===== src/rtl/rsc_pkg.sv =====
`default_nettype none

package rsc_pkg;

    // Fixed field widths of the channels.
    localparam int SYM_BITS       = 8;
    localparam int STATUS_BITS    = 2;
    localparam int RADIX_BITS     = 5;
    localparam int CFG_IDX_BITS   = 3;
    localparam int CFG_DATA_BITS  = 64;

    // Alphabets always hold sixteen byte-wide symbols.
    localparam int ALPHA_SIZE     = 16;
    localparam int ALPHA_IDX_BITS = 4;

    // Quotient bits the divider retires per cycle.
    localparam int DIV_STEP_BITS  = 8;

    typedef logic [STATUS_BITS-1:0] t_status;
    typedef logic [ALPHA_SIZE-1:0][SYM_BITS-1:0] t_alpha;

    // Result status codes.
    localparam t_status STATUS_OK       = 2'd0;
    localparam t_status STATUS_UNKNOWN  = 2'd1;
    localparam t_status STATUS_OVERFLOW = 2'd2;

    // Configuration register indexes.
    localparam logic [CFG_IDX_BITS-1:0] REG_FROM_BASE = 3'd0;
    localparam logic [CFG_IDX_BITS-1:0] REG_TO_BASE   = 3'd1;
    localparam logic [CFG_IDX_BITS-1:0] REG_FROM_LOW  = 3'd2;
    localparam logic [CFG_IDX_BITS-1:0] REG_FROM_HIGH = 3'd3;
    localparam logic [CFG_IDX_BITS-1:0] REG_TO_LOW    = 3'd4;
    localparam logic [CFG_IDX_BITS-1:0] REG_TO_HIGH   = 3'd5;

    // Reset values of the radix registers.
    localparam logic [RADIX_BITS-1:0] FROM_BASE_RESET = 5'd10;
    localparam logic [RADIX_BITS-1:0] TO_BASE_RESET   = 5'd16;

    // Commands from the controller to the datapath.
    typedef struct packed {
        logic capture;
        logic acc;
        logic div_init;
        logic div_step;
        logic digit_write;
        logic rd;
        logic load_digit;
        logic load_err;
        logic clear;
    } t_dp_cmd;

    // Status from the datapath to the controller.
    typedef struct packed {
        logic last;
        logic err_any;
        logic quot_zero;
        logic count_full;
        logic ptr_zero;
        logic out_free;
    } t_dp_stat;

endpackage

`default_nettype wire


===== src/rtl/rsc_if.sv =====
`default_nettype none

// Input symbol channel.
interface rsc_in_if;
    import rsc_pkg::*;
    logic                valid;
    logic                ready;
    logic [SYM_BITS-1:0] in_symbol;
    logic                in_last;
    modport source (output valid, output in_symbol, output in_last, input ready);
    modport sink   (input valid, input in_symbol, input in_last, output ready);
endinterface

// Output symbol channel.
interface rsc_out_if;
    import rsc_pkg::*;
    logic                valid;
    logic                ready;
    logic [SYM_BITS-1:0] out_symbol;
    logic                out_last;
    t_status             out_status;
    modport source (output valid, output out_symbol, output out_last, output out_status,
                    input ready);
    modport sink   (input valid, input out_symbol, input out_last, input out_status,
                    output ready);
endinterface

// Configuration write channel.
interface rsc_cfg_if;
    import rsc_pkg::*;
    logic                     valid;
    logic                     ready;
    logic [CFG_IDX_BITS-1:0]  index;
    logic [CFG_DATA_BITS-1:0] data;
    modport source (output valid, output index, output data, input ready);
    modport sink   (input valid, input index, input data, output ready);
endinterface

`default_nettype wire


===== src/rtl/radix_string_converter.sv =====
// Radix string converter.
// Symbols of a number arrive on i_in one request at a time, most significant
// first, with in_last on the final symbol. Each symbol is looked up in the
// source alphabet and folded into the accumulator. After the final symbol the
// value is sent on o_out in the target alphabet, most significant first, with
// out_last on the final symbol. An unknown symbol or an overflow gives one
// result with out_symbol zero and out_status set.
// Configuration writes arrive on i_cfg; the user must make them only while the
// block is idle, which the block itself does not enforce. Each symbol is
// captured and then accumulated; after the final symbol each target digit is
// made by the divider, which retires 8 quotient bits a cycle, and stored, and
// the digits are then read back from the digit RAM and sent.
// When the receiver stalls, the output register holds its request and the
// block waits; a new symbol is still taken while the last result waits.
// A synchronous reset clears the accumulator, the error flags and the output
// valid flag and restores the register reset values.
`default_nettype none

module radix_string_converter #(
    parameter int MAX_RADIX      = 16,
    parameter int VALUE_BITS     = 32,
    parameter int MAX_OUT_DIGITS = 32
) (
    input  wire logic  i_clk,
    input  wire logic  i_rst_n,
    rsc_in_if.sink     i_in,
    rsc_out_if.source  o_out,
    rsc_cfg_if.sink    i_cfg
);

    import rsc_pkg::*;

    t_dp_cmd  w_cmd;
    t_dp_stat w_stat;

    // Configuration writes are always taken.
    assign i_cfg.ready = 1'b1;

    rsc_ctrl #(
        .VALUE_BITS (VALUE_BITS)
    ) u_ctrl (
        .i_clk      (i_clk),
        .i_rst_n    (i_rst_n),
        .i_in_valid (i_in.valid),
        .o_in_ready (i_in.ready),
        .o_cmd      (w_cmd),
        .i_stat     (w_stat)
    );

    rsc_dp #(
        .MAX_RADIX      (MAX_RADIX),
        .VALUE_BITS     (VALUE_BITS),
        .MAX_OUT_DIGITS (MAX_OUT_DIGITS)
    ) u_dp (
        .i_clk        (i_clk),
        .i_rst_n      (i_rst_n),
        .i_cmd        (w_cmd),
        .o_stat       (w_stat),
        .i_in_symbol  (i_in.in_symbol),
        .i_in_last    (i_in.in_last),
        .i_cfg_wr     (i_cfg.valid),
        .i_cfg_index  (i_cfg.index),
        .i_cfg_data   (i_cfg.data),
        .i_out_ready  (o_out.ready),
        .o_out_valid  (o_out.valid),
        .o_out_symbol (o_out.out_symbol),
        .o_out_last   (o_out.out_last),
        .o_out_status (o_out.out_status)
    );

endmodule

`default_nettype wire


===== src/rtl/rsc_ram.sv =====
`default_nettype none

module rsc_ram #(
    parameter int WIDTH = 4,
    parameter int DEPTH = 32
) (
    input  wire logic                     i_clk,
    input  wire logic                     i_wr_en,
    input  wire logic [$clog2(DEPTH)-1:0] i_wr_addr,
    input  wire logic [WIDTH-1:0]         i_wr_data,
    input  wire logic                     i_rd_en,
    input  wire logic [$clog2(DEPTH)-1:0] i_rd_addr,
    output logic      [WIDTH-1:0]         o_rd_data
);

    logic [WIDTH-1:0] r_mem [DEPTH];
    logic [WIDTH-1:0] r_rd_data;

    // One write port and one registered read port.
    always_ff @(posedge i_clk) begin
        if (i_wr_en) begin
            r_mem[i_wr_addr] <= i_wr_data;
        end
        if (i_rd_en) begin
            r_rd_data <= r_mem[i_rd_addr];
        end
    end

    assign o_rd_data = r_rd_data;

endmodule

`default_nettype wire


===== src/rtl/rsc_ctrl.sv =====
`default_nettype none

module rsc_ctrl #(
    parameter int VALUE_BITS = 32
) (
    input  wire logic              i_clk,
    input  wire logic              i_rst_n,
    input  wire logic              i_in_valid,
    output logic                   o_in_ready,
    output rsc_pkg::t_dp_cmd       o_cmd,
    input  wire rsc_pkg::t_dp_stat i_stat
);

    import rsc_pkg::*;

    localparam int DIV_CYCLES    = (VALUE_BITS + DIV_STEP_BITS - 1) / DIV_STEP_BITS;
    localparam int STEP_CNT_BITS = (DIV_CYCLES > 1) ? $clog2(DIV_CYCLES) : 1;
    localparam logic [STEP_CNT_BITS-1:0] STEP_LAST = STEP_CNT_BITS'(DIV_CYCLES - 1);

    typedef enum logic [2:0] {
        S_IDLE,
        S_ACC,
        S_CHECK,
        S_DIV,
        S_WRITE,
        S_RD,
        S_LOAD,
        S_ERR
    } t_state;

    t_state                   r_state;
    t_state                   n_state;
    logic [STEP_CNT_BITS-1:0] r_step;
    logic [STEP_CNT_BITS-1:0] n_step;

    // Next state and datapath commands.
    always_comb begin
        n_state    = r_state;
        n_step     = r_step;
        o_cmd      = '0;
        o_in_ready = 1'b0;
        case (r_state)
            S_IDLE: begin
                o_in_ready    = 1'b1;
                o_cmd.capture = i_in_valid;
                if (i_in_valid) begin
                    n_state = S_ACC;
                end
            end
            S_ACC: begin
                o_cmd.acc = 1'b1;
                n_state   = i_stat.last ? S_CHECK : S_IDLE;
            end
            S_CHECK: begin
                if (i_stat.err_any) begin
                    n_state = S_ERR;
                end else begin
                    o_cmd.div_init = 1'b1;
                    n_step         = '0;
                    n_state        = S_DIV;
                end
            end
            S_DIV: begin
                o_cmd.div_step = 1'b1;
                if (r_step == STEP_LAST) begin
                    n_step  = '0;
                    n_state = S_WRITE;
                end else begin
                    n_step = r_step + 1'b1;
                end
            end
            S_WRITE: begin
                o_cmd.digit_write = 1'b1;
                if (i_stat.quot_zero) begin
                    n_state = S_RD;
                end else if (i_stat.count_full) begin
                    n_state = S_ERR;
                end else begin
                    n_state = S_DIV;
                end
            end
            S_RD: begin
                o_cmd.rd = 1'b1;
                n_state  = S_LOAD;
            end
            S_LOAD: begin
                o_cmd.load_digit = 1'b1;
                if (i_stat.out_free) begin
                    if (i_stat.ptr_zero) begin
                        o_cmd.clear = 1'b1;
                        n_state     = S_IDLE;
                    end else begin
                        n_state = S_RD;
                    end
                end
            end
            S_ERR: begin
                o_cmd.load_err = 1'b1;
                if (i_stat.out_free) begin
                    o_cmd.clear = 1'b1;
                    n_state     = S_IDLE;
                end
            end
            default: begin
                n_state = S_IDLE;
            end
        endcase
    end

    // State and step counter.
    always_ff @(posedge i_clk) begin
        if (!i_rst_n) begin
            r_state <= S_IDLE;
            r_step  <= '0;
        end else begin
            r_state <= n_state;
            r_step  <= n_step;
        end
    end

endmodule

`default_nettype wire


===== src/rtl/rsc_dp.sv =====
`default_nettype none

module rsc_dp #(
    parameter int MAX_RADIX      = 16,
    parameter int VALUE_BITS     = 32,
    parameter int MAX_OUT_DIGITS = 32
) (
    input  wire logic                          i_clk,
    input  wire logic                          i_rst_n,
    input  wire rsc_pkg::t_dp_cmd              i_cmd,
    output rsc_pkg::t_dp_stat                  o_stat,
    input  wire logic [rsc_pkg::SYM_BITS-1:0]  i_in_symbol,
    input  wire logic                          i_in_last,
    input  wire logic                          i_cfg_wr,
    input  wire logic [rsc_pkg::CFG_IDX_BITS-1:0]  i_cfg_index,
    input  wire logic [rsc_pkg::CFG_DATA_BITS-1:0] i_cfg_data,
    input  wire logic                          i_out_ready,
    output logic                               o_out_valid,
    output logic      [rsc_pkg::SYM_BITS-1:0]  o_out_symbol,
    output logic                               o_out_last,
    output rsc_pkg::t_status                   o_out_status
);

    import rsc_pkg::*;

    localparam int DIGIT_BITS = (MAX_RADIX > 2) ? $clog2(MAX_RADIX) : 1;
    localparam int ADDR_BITS  = $clog2(MAX_OUT_DIGITS);
    localparam int PROD_BITS  = VALUE_BITS + RADIX_BITS;
    localparam int DIV_CYCLES = (VALUE_BITS + DIV_STEP_BITS - 1) / DIV_STEP_BITS;
    localparam int PAD_BITS   = DIV_CYCLES * DIV_STEP_BITS;
    localparam logic [RADIX_BITS-1:0] RADIX_MAX = RADIX_BITS'(MAX_RADIX);
    localparam logic [RADIX_BITS-1:0] RADIX_MIN = RADIX_BITS'(2);
    localparam logic [ADDR_BITS-1:0]  COUNT_TOP = ADDR_BITS'(MAX_OUT_DIGITS - 1);

    // Configuration registers.
    logic [RADIX_BITS-1:0] r_from_base;
    logic [RADIX_BITS-1:0] r_to_base;
    t_alpha                r_from_alpha;
    t_alpha                r_to_alpha;

    // Accumulation state.
    logic [VALUE_BITS-1:0]     r_acc;
    logic [1:0]                r_err;
    logic [ALPHA_IDX_BITS-1:0] r_idx;
    logic                      r_found;
    logic                      r_last;

    // Conversion state.
    logic [PAD_BITS-1:0]   r_div;
    logic [DIGIT_BITS-1:0] r_rem;
    logic [ADDR_BITS-1:0]  r_count;
    logic [ADDR_BITS-1:0]  r_ptr;

    // Output register.
    logic                r_out_valid;
    logic [SYM_BITS-1:0] r_out_symbol;
    logic                r_out_last;
    t_status             r_out_status;

    logic [RADIX_BITS-1:0]     w_from_base;
    logic [RADIX_BITS-1:0]     w_to_base;
    logic [ALPHA_IDX_BITS-1:0] w_idx;
    logic                      w_found;
    logic [PROD_BITS-1:0]      w_prod;
    logic                      w_ovf;
    logic [RADIX_BITS:0]       w_part;
    logic [DIV_STEP_BITS-1:0]  w_qbits;
    logic [DIGIT_BITS-1:0]     w_rem_next;
    logic [DIGIT_BITS-1:0]     w_rd_digit;
    logic                      w_out_free;

    // Radix registers clamped to the supported range.
    always_comb begin
        if (r_from_base < RADIX_MIN) begin
            w_from_base = RADIX_MIN;
        end else if (r_from_base > RADIX_MAX) begin
            w_from_base = RADIX_MAX;
        end else begin
            w_from_base = r_from_base;
        end
        if (r_to_base < RADIX_MIN) begin
            w_to_base = RADIX_MIN;
        end else if (r_to_base > RADIX_MAX) begin
            w_to_base = RADIX_MAX;
        end else begin
            w_to_base = r_to_base;
        end
    end

    // Source symbol search; the lowest matching position below the radix wins.
    always_comb begin
        w_idx   = '0;
        w_found = 1'b0;
        for (int k = ALPHA_SIZE - 1; k >= 0; k--) begin
            if ((r_from_alpha[k] == i_in_symbol) &&
                (RADIX_BITS'(k) < w_from_base)) begin
                w_idx   = ALPHA_IDX_BITS'(k);
                w_found = 1'b1;
            end
        end
    end

    // Multiply-accumulate with overflow detection above the value width.
    assign w_prod = PROD_BITS'(r_acc) * PROD_BITS'(w_from_base) + PROD_BITS'(r_idx);
    assign w_ovf  = |w_prod[PROD_BITS-1:VALUE_BITS];

    // Long division by the target radix, several quotient bits per cycle.
    always_comb begin
        w_part  = (RADIX_BITS + 1)'(r_rem);
        w_qbits = '0;
        for (int j = 0; j < DIV_STEP_BITS; j++) begin
            w_part = {w_part[RADIX_BITS-1:0], r_div[PAD_BITS-1-j]};
            if (w_part >= (RADIX_BITS + 1)'(w_to_base)) begin
                w_part                     = w_part - (RADIX_BITS + 1)'(w_to_base);
                w_qbits[DIV_STEP_BITS-1-j] = 1'b1;
            end
        end
        w_rem_next = w_part[DIGIT_BITS-1:0];
    end

    assign w_out_free = !r_out_valid || i_out_ready;

    // Configuration writes.
    always_ff @(posedge i_clk) begin
        if (!i_rst_n) begin
            r_from_base  <= FROM_BASE_RESET;
            r_to_base    <= TO_BASE_RESET;
            r_from_alpha <= '0;
            r_to_alpha   <= '0;
        end else if (i_cfg_wr) begin
            case (i_cfg_index)
                REG_FROM_BASE: r_from_base <= i_cfg_data[RADIX_BITS-1:0];
                REG_TO_BASE:   r_to_base   <= i_cfg_data[RADIX_BITS-1:0];
                REG_FROM_LOW:  r_from_alpha[ALPHA_SIZE/2-1:0] <= i_cfg_data;
                REG_FROM_HIGH: r_from_alpha[ALPHA_SIZE-1:ALPHA_SIZE/2] <= i_cfg_data;
                REG_TO_LOW:    r_to_alpha[ALPHA_SIZE/2-1:0] <= i_cfg_data;
                REG_TO_HIGH:   r_to_alpha[ALPHA_SIZE-1:ALPHA_SIZE/2] <= i_cfg_data;
                default: begin
                end
            endcase
        end
    end

    // Accumulator and error flags.
    always_ff @(posedge i_clk) begin
        if (!i_rst_n) begin
            r_acc <= '0;
            r_err <= '0;
        end else if (i_cmd.clear) begin
            r_acc <= '0;
            r_err <= '0;
        end else if (i_cmd.acc) begin
            if (!r_found) begin
                r_err[0] <= 1'b1;
            end else begin
                r_acc <= w_prod[VALUE_BITS-1:0];
                if (w_ovf) begin
                    r_err[1] <= 1'b1;
                end
            end
        end else if (i_cmd.digit_write && !o_stat.quot_zero && o_stat.count_full) begin
            r_err[1] <= 1'b1;
        end
    end

    // Captured symbol lookup.
    always_ff @(posedge i_clk) begin
        if (i_cmd.capture) begin
            r_idx   <= w_idx;
            r_found <= w_found;
            r_last  <= i_in_last;
        end
    end

    // Divider, digit count and read pointer.
    always_ff @(posedge i_clk) begin
        if (i_cmd.div_init) begin
            r_div   <= PAD_BITS'(r_acc);
            r_rem   <= '0;
            r_count <= '0;
        end else if (i_cmd.div_step) begin
            r_div <= PAD_BITS'({r_div, w_qbits});
            r_rem <= w_rem_next;
        end else if (i_cmd.digit_write) begin
            r_rem   <= '0;
            r_count <= r_count + 1'b1;
            r_ptr   <= r_count;
        end else if (i_cmd.load_digit && w_out_free) begin
            r_ptr <= r_ptr - 1'b1;
        end
    end

    // Digits are stored least significant first and read back in reverse.
    rsc_ram #(
        .WIDTH (DIGIT_BITS),
        .DEPTH (MAX_OUT_DIGITS)
    ) u_digits (
        .i_clk     (i_clk),
        .i_wr_en   (i_cmd.digit_write),
        .i_wr_addr (r_count),
        .i_wr_data (r_rem),
        .i_rd_en   (i_cmd.rd),
        .i_rd_addr (r_ptr),
        .o_rd_data (w_rd_digit)
    );

    // Output register; it holds a request until the receiver takes it.
    always_ff @(posedge i_clk) begin
        if (!i_rst_n) begin
            r_out_valid <= 1'b0;
        end else if ((i_cmd.load_digit || i_cmd.load_err) && w_out_free) begin
            r_out_valid <= 1'b1;
        end else if (i_out_ready) begin
            r_out_valid <= 1'b0;
        end
    end

    always_ff @(posedge i_clk) begin
        if (i_cmd.load_digit && w_out_free) begin
            r_out_symbol <= r_to_alpha[ALPHA_IDX_BITS'(w_rd_digit)];
            r_out_last   <= (r_ptr == '0);
            r_out_status <= STATUS_OK;
        end else if (i_cmd.load_err && w_out_free) begin
            r_out_symbol <= '0;
            r_out_last   <= 1'b1;
            r_out_status <= r_err[0] ? STATUS_UNKNOWN : STATUS_OVERFLOW;
        end
    end

    assign o_stat.last       = r_last;
    assign o_stat.err_any    = |r_err;
    assign o_stat.quot_zero  = (r_div == '0);
    assign o_stat.count_full = (r_count == COUNT_TOP);
    assign o_stat.ptr_zero   = (r_ptr == '0);
    assign o_stat.out_free   = w_out_free;

    assign o_out_valid  = r_out_valid;
    assign o_out_symbol = r_out_symbol;
    assign o_out_last   = r_out_last;
    assign o_out_status = r_out_status;

endmodule

`default_nettype wire

===== src/flat_wrapper.sv =====
// flat-port wrapper written by rule: the top's interface ports become plain ports
module radix_string_converter_flat import rsc_pkg::*;
#(
    parameter int MAX_RADIX      = 16,
    parameter int VALUE_BITS     = 32,
    parameter int MAX_OUT_DIGITS = 32
)
  (i_clk, i_rst_n, i_in_valid, i_in_in_symbol, i_in_in_last, i_in_ready, o_out_valid, o_out_out_symbol, o_out_out_last, o_out_out_status, o_out_ready, i_cfg_valid, i_cfg_index, i_cfg_data, i_cfg_ready);
  rsc_in_if i_in_i ();
  rsc_out_if o_out_i ();
  rsc_cfg_if i_cfg_i ();
  input  wire logic i_clk;
  input  wire logic i_rst_n;
  input wire logic [$bits(i_in_i.valid)-1:0] i_in_valid;
  input wire logic [$bits(i_in_i.in_symbol)-1:0] i_in_in_symbol;
  input wire logic [$bits(i_in_i.in_last)-1:0] i_in_in_last;
  output wire logic [$bits(i_in_i.ready)-1:0] i_in_ready;
  output wire logic [$bits(o_out_i.valid)-1:0] o_out_valid;
  output wire logic [$bits(o_out_i.out_symbol)-1:0] o_out_out_symbol;
  output wire logic [$bits(o_out_i.out_last)-1:0] o_out_out_last;
  output wire logic [$bits(o_out_i.out_status)-1:0] o_out_out_status;
  input wire logic [$bits(o_out_i.ready)-1:0] o_out_ready;
  input wire logic [$bits(i_cfg_i.valid)-1:0] i_cfg_valid;
  input wire logic [$bits(i_cfg_i.index)-1:0] i_cfg_index;
  input wire logic [$bits(i_cfg_i.data)-1:0] i_cfg_data;
  output wire logic [$bits(i_cfg_i.ready)-1:0] i_cfg_ready;
  assign i_in_i.valid = i_in_valid;
  assign i_in_i.in_symbol = i_in_in_symbol;
  assign i_in_i.in_last = i_in_in_last;
  assign i_in_ready = i_in_i.ready;
  assign o_out_valid = o_out_i.valid;
  assign o_out_out_symbol = o_out_i.out_symbol;
  assign o_out_out_last = o_out_i.out_last;
  assign o_out_out_status = o_out_i.out_status;
  assign o_out_i.ready = o_out_ready;
  assign i_cfg_i.valid = i_cfg_valid;
  assign i_cfg_i.index = i_cfg_index;
  assign i_cfg_i.data = i_cfg_data;
  assign i_cfg_ready = i_cfg_i.ready;
  radix_string_converter #(.MAX_RADIX(MAX_RADIX), .VALUE_BITS(VALUE_BITS), .MAX_OUT_DIGITS(MAX_OUT_DIGITS)) u_core (.i_clk(i_clk), .i_rst_n(i_rst_n), .i_in(i_in_i), .o_out(o_out_i), .i_cfg(i_cfg_i));
endmodule

===== config.mk =====
export PLATFORM = sky130hd
export DESIGN_NAME = radix_string_converter_flat
export DESIGN_NICKNAME = d
export VERILOG_FILES = /design/src/rtl/rsc_pkg.sv /design/src/rtl/rsc_if.sv /design/src/rtl/radix_string_converter.sv /design/src/rtl/rsc_ram.sv /design/src/rtl/rsc_ctrl.sv /design/src/rtl/rsc_dp.sv /design/src/flat_wrapper.sv
export SDC_FILE = /design/constraint.sdc
export NUM_CORES = 1
export LEC_CHECK = 0
export ABC_AREA = 1
export BUFFER_PORTS_ARGS = -buffer_cell sky130_fd_sc_hd__buf_2
export CAP_MARGIN = 25
export CORE_ASPECT_RATIO = 2
export CORE_MARGIN = 3
export CORE_UTILIZATION = 57
export DETAILED_ROUTE_END_ITERATION = 10
export GPL_TIMING_DRIVEN = 0
export PLACE_DENSITY = 0.84
export SLEW_MARGIN = 30
export SYNTH_ARGS = -nofsm -noshare
export SYNTH_HDL_FRONTEND = slang
export SYNTH_SLANG_ARGS = --single-unit

===== constraint.sdc =====
create_clock -name i_clk -period 11.4 [get_ports i_clk]
set_input_delay 1.14 -clock i_clk [delete_from_list [all_inputs] [get_ports i_clk]]
set_output_delay 1.14 -clock i_clk [all_outputs]
set_load 0.02 [all_outputs]

==> results of run 1 <==
-- worst max-delay path: cells and delay by family (launching register included) --
family                     cells  cell delay [ps]
AOI/OAI and AO/OA             10             1690
adders and majority gates      8             2710
buffers and inverters         11              940
DFF                            1              360
and+or+nand+nor               44             4840
-- cells by family (layout without fill, tap and decap cells) --
family                   Yosys count  count (layout)  share of synthesized area
other                              1               9                   0.000129
AND/OR/NAND/NOR                 1227            1229                      0.177
XOR/XNOR                         106             106                     0.0320
flip-flops                       501             501                      0.409
buffers and inverters            659             848                     0.0854
AO/OA/AOI/OAI                    958             958                      0.174
adder cells (fa/ha/maj)          222             222                      0.122
-- cell type report --
cell class / count / area, um2
clock buffer: 67 / 1300
timing repair buffer: 106 / 583
sequential: 501 / 11900
clock inverter: 16 / 125
tap: 649 / 812
fill: 4317 / 18000
buffer: 190 / 718
antenna: 8 / 20.0
inverter: 469 / 1760
multi-input combinational: 2516 / 15000
-- what timing repair did --
item,CTS,global route
resized for setup,31,36
pin swaps,9,15
setup buffers,8,13
cloned,0,2
endpoints found under the setup margin,5,5
-- final timing paths --
check | depth (start not counted) | slack (ps) | to | from
setup / recovery | 73 | 530 | u_core.u_dp.r_div[0]$_DFFE_PP_ | u_core.u_dp.r_to_base[1]$_SDFFE_PN0P_
hold / removal | 2 | 450 | u_core.u_dp.r_err[1]$_SDFFE_PP0P_ | u_core.u_dp.r_err[1]$_SDFFE_PP0P_
setup reg to reg | 73 | 530 | u_core.u_dp.r_div[0]$_DFFE_PP_ | u_core.u_dp.r_to_base[1]$_SDFFE_PN0P_
hold reg to reg | 2 | 450 | u_core.u_dp.r_err[1]$_SDFFE_PP0P_ | u_core.u_dp.r_err[1]$_SDFFE_PP0P_
-- registers in the layout (all words and copies together), names as in the netlist, 3 cells and up --
name,flops
u_core.u_dp.r_acc,32
u_core.u_dp.r_ptr,5
u_core.u_dp.u_digits.o_rd_data,4
u_core.u_dp.r_to_alpha,128
u_core.u_dp.o_out_symbol,8
u_core.u_dp.r_from_alpha,128
u_core.u_dp.r_rem,4
u_core.u_dp.r_from_base,5
u_core.u_ctrl.r_state,3
u_core.u_dp.r_div,32
u_core.u_dp.r_idx,4
u_core.u_dp.r_to_base,5
u_core.u_dp.u_digits.r_mem,128
u_core.u_dp.r_count,5
-- synth_stat cells (5+ instances only) --
library cell | instances | area [um2]
nor2_1 | 533 | 2000
o21ai_0 | 501 | 2510
nand2_1 | 485 | 1820
inv_1 | 462 | 1730
a21oi_1 | 326 | 1630
dfxtp_1 | 317 | 6350
edfxtp_1 | 184 | 5530
clkbuf_1 | 179 | 672
ha_1 | 120 | 1500
fa_1 | 102 | 2040
nand3_1 | 88 | 440
xor2_1 | 82 | 718
o22ai_1 | 49 | 307
nor4_1 | 33 | 206
nand4_1 | 30 | 188
o211ai_1 | 27 | 203
xnor2_1 | 24 | 210
nor3_1 | 20 | 100
a31oi_1 | 15 | 93.8
a211oi_1 | 10 | 75.1
buf_1 | 9 | 33.8
nand2_4 | 9 | 101
nand3_4 | 7 | 123
or2_2 | 7 | 43.8
clkinv_1 | 6 | 22.5
o31ai_1 | 5 | 37.5
-- metal layers --
| metal | vias to the layer above | track usage | wire length (um) |
|---|---|---|---|
| li1 | 12458 | - | - |
| met1 | 12848 | 0.363 | 31200 |
| met2 | 1637 | 0.613 | 48700 |
| met3 | 716 | 0.0789 | 8280 |
| met4 | 8 | 0.372 | 13000 |
| met5 | - | 0 | 63 |
-- stage by stage --
stage	hold WS [ps]	util	area (um2)	instances
3_5_place_dp	441	0.603	30300	4408
5_1_grt	473	0.641	32200	4516
3_3_place_gp	439	0.602	30300	4408
4_1_cts	452	0.635	31900	4499
6_report	453	0.642	32200	4522
2_1_floorplan	429	-	29000	3674
==> flow_summary_export.csv, run 1 <==
group,metric,value,unit
worst_setup_path,arrival,11190,ps
worst_setup_path,critPathKind,"flop to flop",
timing,fin_skew,29.2,ps
worst_setup_path,worst_ep_required_time,11730,ps
yosys,ys_async_sr_fraction,0,
clock_network,clockBufferDepth,3,
finish,final_cell_mix,"nor2_1 (525), o21ai_0 (496), nand2_1 (478), inv_1 (459), a21oi_1 (318)",
yosys,synth_cells,3674,
placement,port_buffers,85,
die,num_rows,116,
yosys,ys_types,48,
timing,fin_crit_sh,0.953,
routing,routed_wl,101,mm
timing,finalSetupViolCount,0,
timing,slew_headroom,0.309,
timing,fmax,92.0,MHz
yosys,ys_warn_count,0,
worst_setup_path,cp-start-kind,"flop",
routing,dr.pass1.iters,8,
placement,place.detailed.hpwl,75.1,mm
clock_network,cts.sinks,501,
clock_network,root_buffer,"clkbuf_16",
clock_network,path_clk_slew,70,ps
job,maxCapViolations,0,
timing,worst_pin_slew,1040,ps
placement,gp_congestion,1.05,
clock_network,cts_buffers,45,
clock_network,cts_tree,"built",
routing,drcViolationCount,0,
timing,fin_ws,535,ps
clock_network,insertion_delay,610,ps
finish,syn2layout_area_growth,11.1,%
yosys,synth_area,29000,um2
yosys,synth-main-ff-cell,"dfxtp_1",
grt,grt_pass1_wl,150,mm
worst_setup_path,cp_common_cell,"nand2_1",
finish,drive_gt1_frac,0.0691,
routing,postRouteAntennaNets,0,
clock_network,hold_buffers,0,
timing,slew_violations,0,
die,die_w,166,um
yosys,avgSynthCellArea,7.90,um2
grt,grt_pass1_vias,27272,
yosys,synth-edff-count,184,
yosys,synth.yosys.seq_area_share,0.409,
finish,layout_commonest_cell,"nor2_1",
worst_hold_path,hold_path.class,"flop to flop",
die,coreArea,50200,um2
die,die_y,325,um
grt,grtUsageTotal,0.369,
yosys,syn-num-nets,3977,
worst_setup_path,path_max_fanout,10,
routing,drt_iter0_markers,2842,
yosys,synth_seq_cells,501,
grt,antenna_found_initial,13,
timing,post-route-min-period,10870,ps
placement,post-place-ws,-1450,ps
worst_setup_path,end_kind,"flop",
die,die-area,53800,um2
timing,hold_viol_final,0,
grt,overflow,0,
status,outcome,"complete, no violations",
finish,nets,4132,
grt,grt_max_degree,37,
routing,via_per_inst,6.12,
worst_setup_path,max_stage_delay,550,ps
die,top_level_ports,95,
worst_setup_path,slowest_stage,"or4_1",
clock_network,cts_max_level,2,
die,initial_utilization,0.578,
routing,via_count,27667,
timing,tns,0,ps
routing,avgRoutedWirePerCell,22.4,um
Power of run 1 is left out: the tool's default activity adds up to more than one toggle a clock period on the data nets, which glitch-free logic cannot reach.
==> run 2: changes to the inputs <==
Settings changed: REMOVE_ABC_BUFFERS from default to 1.
==> flow_summary_export.csv, run 2 (synthesis results as in run 1) <==
group,metric,value,unit
timing,slew_violations,0,
timing,finalSetupViolCount,0,
routing,via_per_inst,5.90,
grt,grt_pass1_vias,25658,
die,coreArea,50200,um2
worst_setup_path,cp-startpoint,"u_core.u_dp.r_to_base[1]$_SDFFE_PN0P_",
die,die_y,325,um
worst_setup_path,max_stage_delay,540,ps
placement,gp_congestion,0.966,
worst_setup_path,critPathKind,"flop to flop",
clock_network,root_buffer,"clkbuf_16",
routing,avgRoutedWirePerCell,19.5,um
grt,grt_pass1_wl,131,mm
die,die_w,166,um
timing,post-route-min-period,10930,ps
routing,routed_wl,85.1,mm
clock_network,insertion_delay,570,ps
job,maxCapViolations,0,
timing,slew_headroom,0.303,
grt,antenna_found_initial,2,
worst_setup_path,cp-start-kind,"flop",
timing,fmax,91.5,MHz
clock_network,path_clk_slew,70,ps
worst_setup_path,arrival,11380,ps
clock_network,cts_tree,"built",
clock_network,cts.sinks,501,
finish,num-fill-cells,4224,
grt,grt_max_degree,144,
worst_setup_path,slowest_stage,"or4_1",
status,outcome,"complete, no violations",
finish,final_cell_mix,"nor2_1 (521), o21ai_0 (496), nand2_1 (473), inv_1 (452), a21oi_1 (317)",
clock_network,cts_buffers,43,
grt,grtUsageTotal,0.312,
placement,port_buffers,93,
timing,hold_viol_final,0,
worst_setup_path,cp_common_cell,"nand2_1",
worst_setup_path,worst_ep_required_time,11850,ps
placement,dp_cells,4255,
finish,nets,3979,
worst_setup_path,end_kind,"flop",
clock_network,clockBufferDepth,3,
finish,drive_gt1_frac,0.0893,
finish,largest_registers,"u_core.u_dp.r_from_alpha x128, u_core.u_dp.r_to_alpha x128, u_core.u_dp.u_digits.r_mem x128",
die,initial_utilization,0.578,
grt,overflow,0,
placement,place.detailed.hpwl,61.2,mm
routing,dr.pass1.iters,6,
clock_network,cts_max_level,2,
die,top_level_ports,95,
timing,fin_skew,13.9,ps
timing,fin_hold_ws,453,ps
routing,drcViolationCount,0,
die,num_rows,116,
worst_hold_path,hold_path.class,"flop to flop",
die,die-area,53800,um2
finish,syn2layout_area_growth,10.6,%
worst_setup_path,worstReg2RegStart,"u_core.u_dp.r_to_base[1]$_SDFFE_PN0P_",
routing,postRouteAntennaNets,0,
timing,worst_pin_slew,1040,ps
finish,instances_no_fill,4359,
worst_setup_path,path_max_fanout,9,
worst_hold_path,hold_start,"u_core.u_dp.r_to_alpha[120]$_SDFFE_PN0P_",
timing,fin_crit_sh,0.959,
finish,layout_commonest_cell,"nor2_1",
routing,via_count,25712,
routing,drt_iter0_markers,2002,
-- run 2: cell type report --
class,count,area [um2],area share
antenna,2,5.00,0.000156
clock buffer,59,1250,0.0389
clock inverter,18,128,0.00398
inverter,469,1780,0.0554
tap,649,812,0.0253
multi-input combinational,2515,15100,0.471
sequential,501,11900,0.370
timing repair buffer,146,1110,0.0347
-- run 2: stage by stage --
stage	util	instance area [um2]	setup slack [ps]	TNS, ps
floorplan	-	28300	492	0
finish	0.639	32100	470	0
global placement	0.589	29600	-1760	-8910
detailed placement	0.600	30100	-1500	-7150
global route	0.639	32100	-148	-620
CTS	0.630	31700	36.1	0
-- run 2: critical path, delay by kind of cell, from the launching register on --
family                     cells  cell delay (ps)
buffers and inverters         12             1090
and+or+nand+nor               43             4760
adders and majority gates      8             2570
DFF                            1              360
AOI/OAI and AO/OA             13             2020
-- run 2: final timing paths --
kind	to	cells past startpoint	slack (ps)
max reg2reg	u_core.u_dp.r_rem[3]$_SDFFE_PP0P_	76	470
min	u_core.u_dp.r_to_alpha[120]$_SDFFE_PN0P_	2	450
max	u_core.u_dp.r_rem[3]$_SDFFE_PP0P_	76	470
min reg2reg	u_core.u_dp.r_to_alpha[120]$_SDFFE_PN0P_	2	450
-- run 2: layer usage --
metal | vias to the layer above | GRT usage | share of wire
met1 | 12117 | 0.300 | 0.32
met3 | 446 | 0.0460 | 0.054
li1 | 12132 | - | -
met4 | 0 | 0.262 | 0.10
met2 | 1017 | 0.565 | 0.52
met5 | - | 0 | 0
-- run 2: timing repair --
item | 4_1_cts | 5_1_grt
gates cloned | 0 | 1
setup endpoints to repair | 5 | 5
hold buffers | 0 | 0
pin swaps | 3 | 23
buffers inserted | 5 | 18
resized for setup | 27 | 52
Power of run 2 is left out for the same reason.
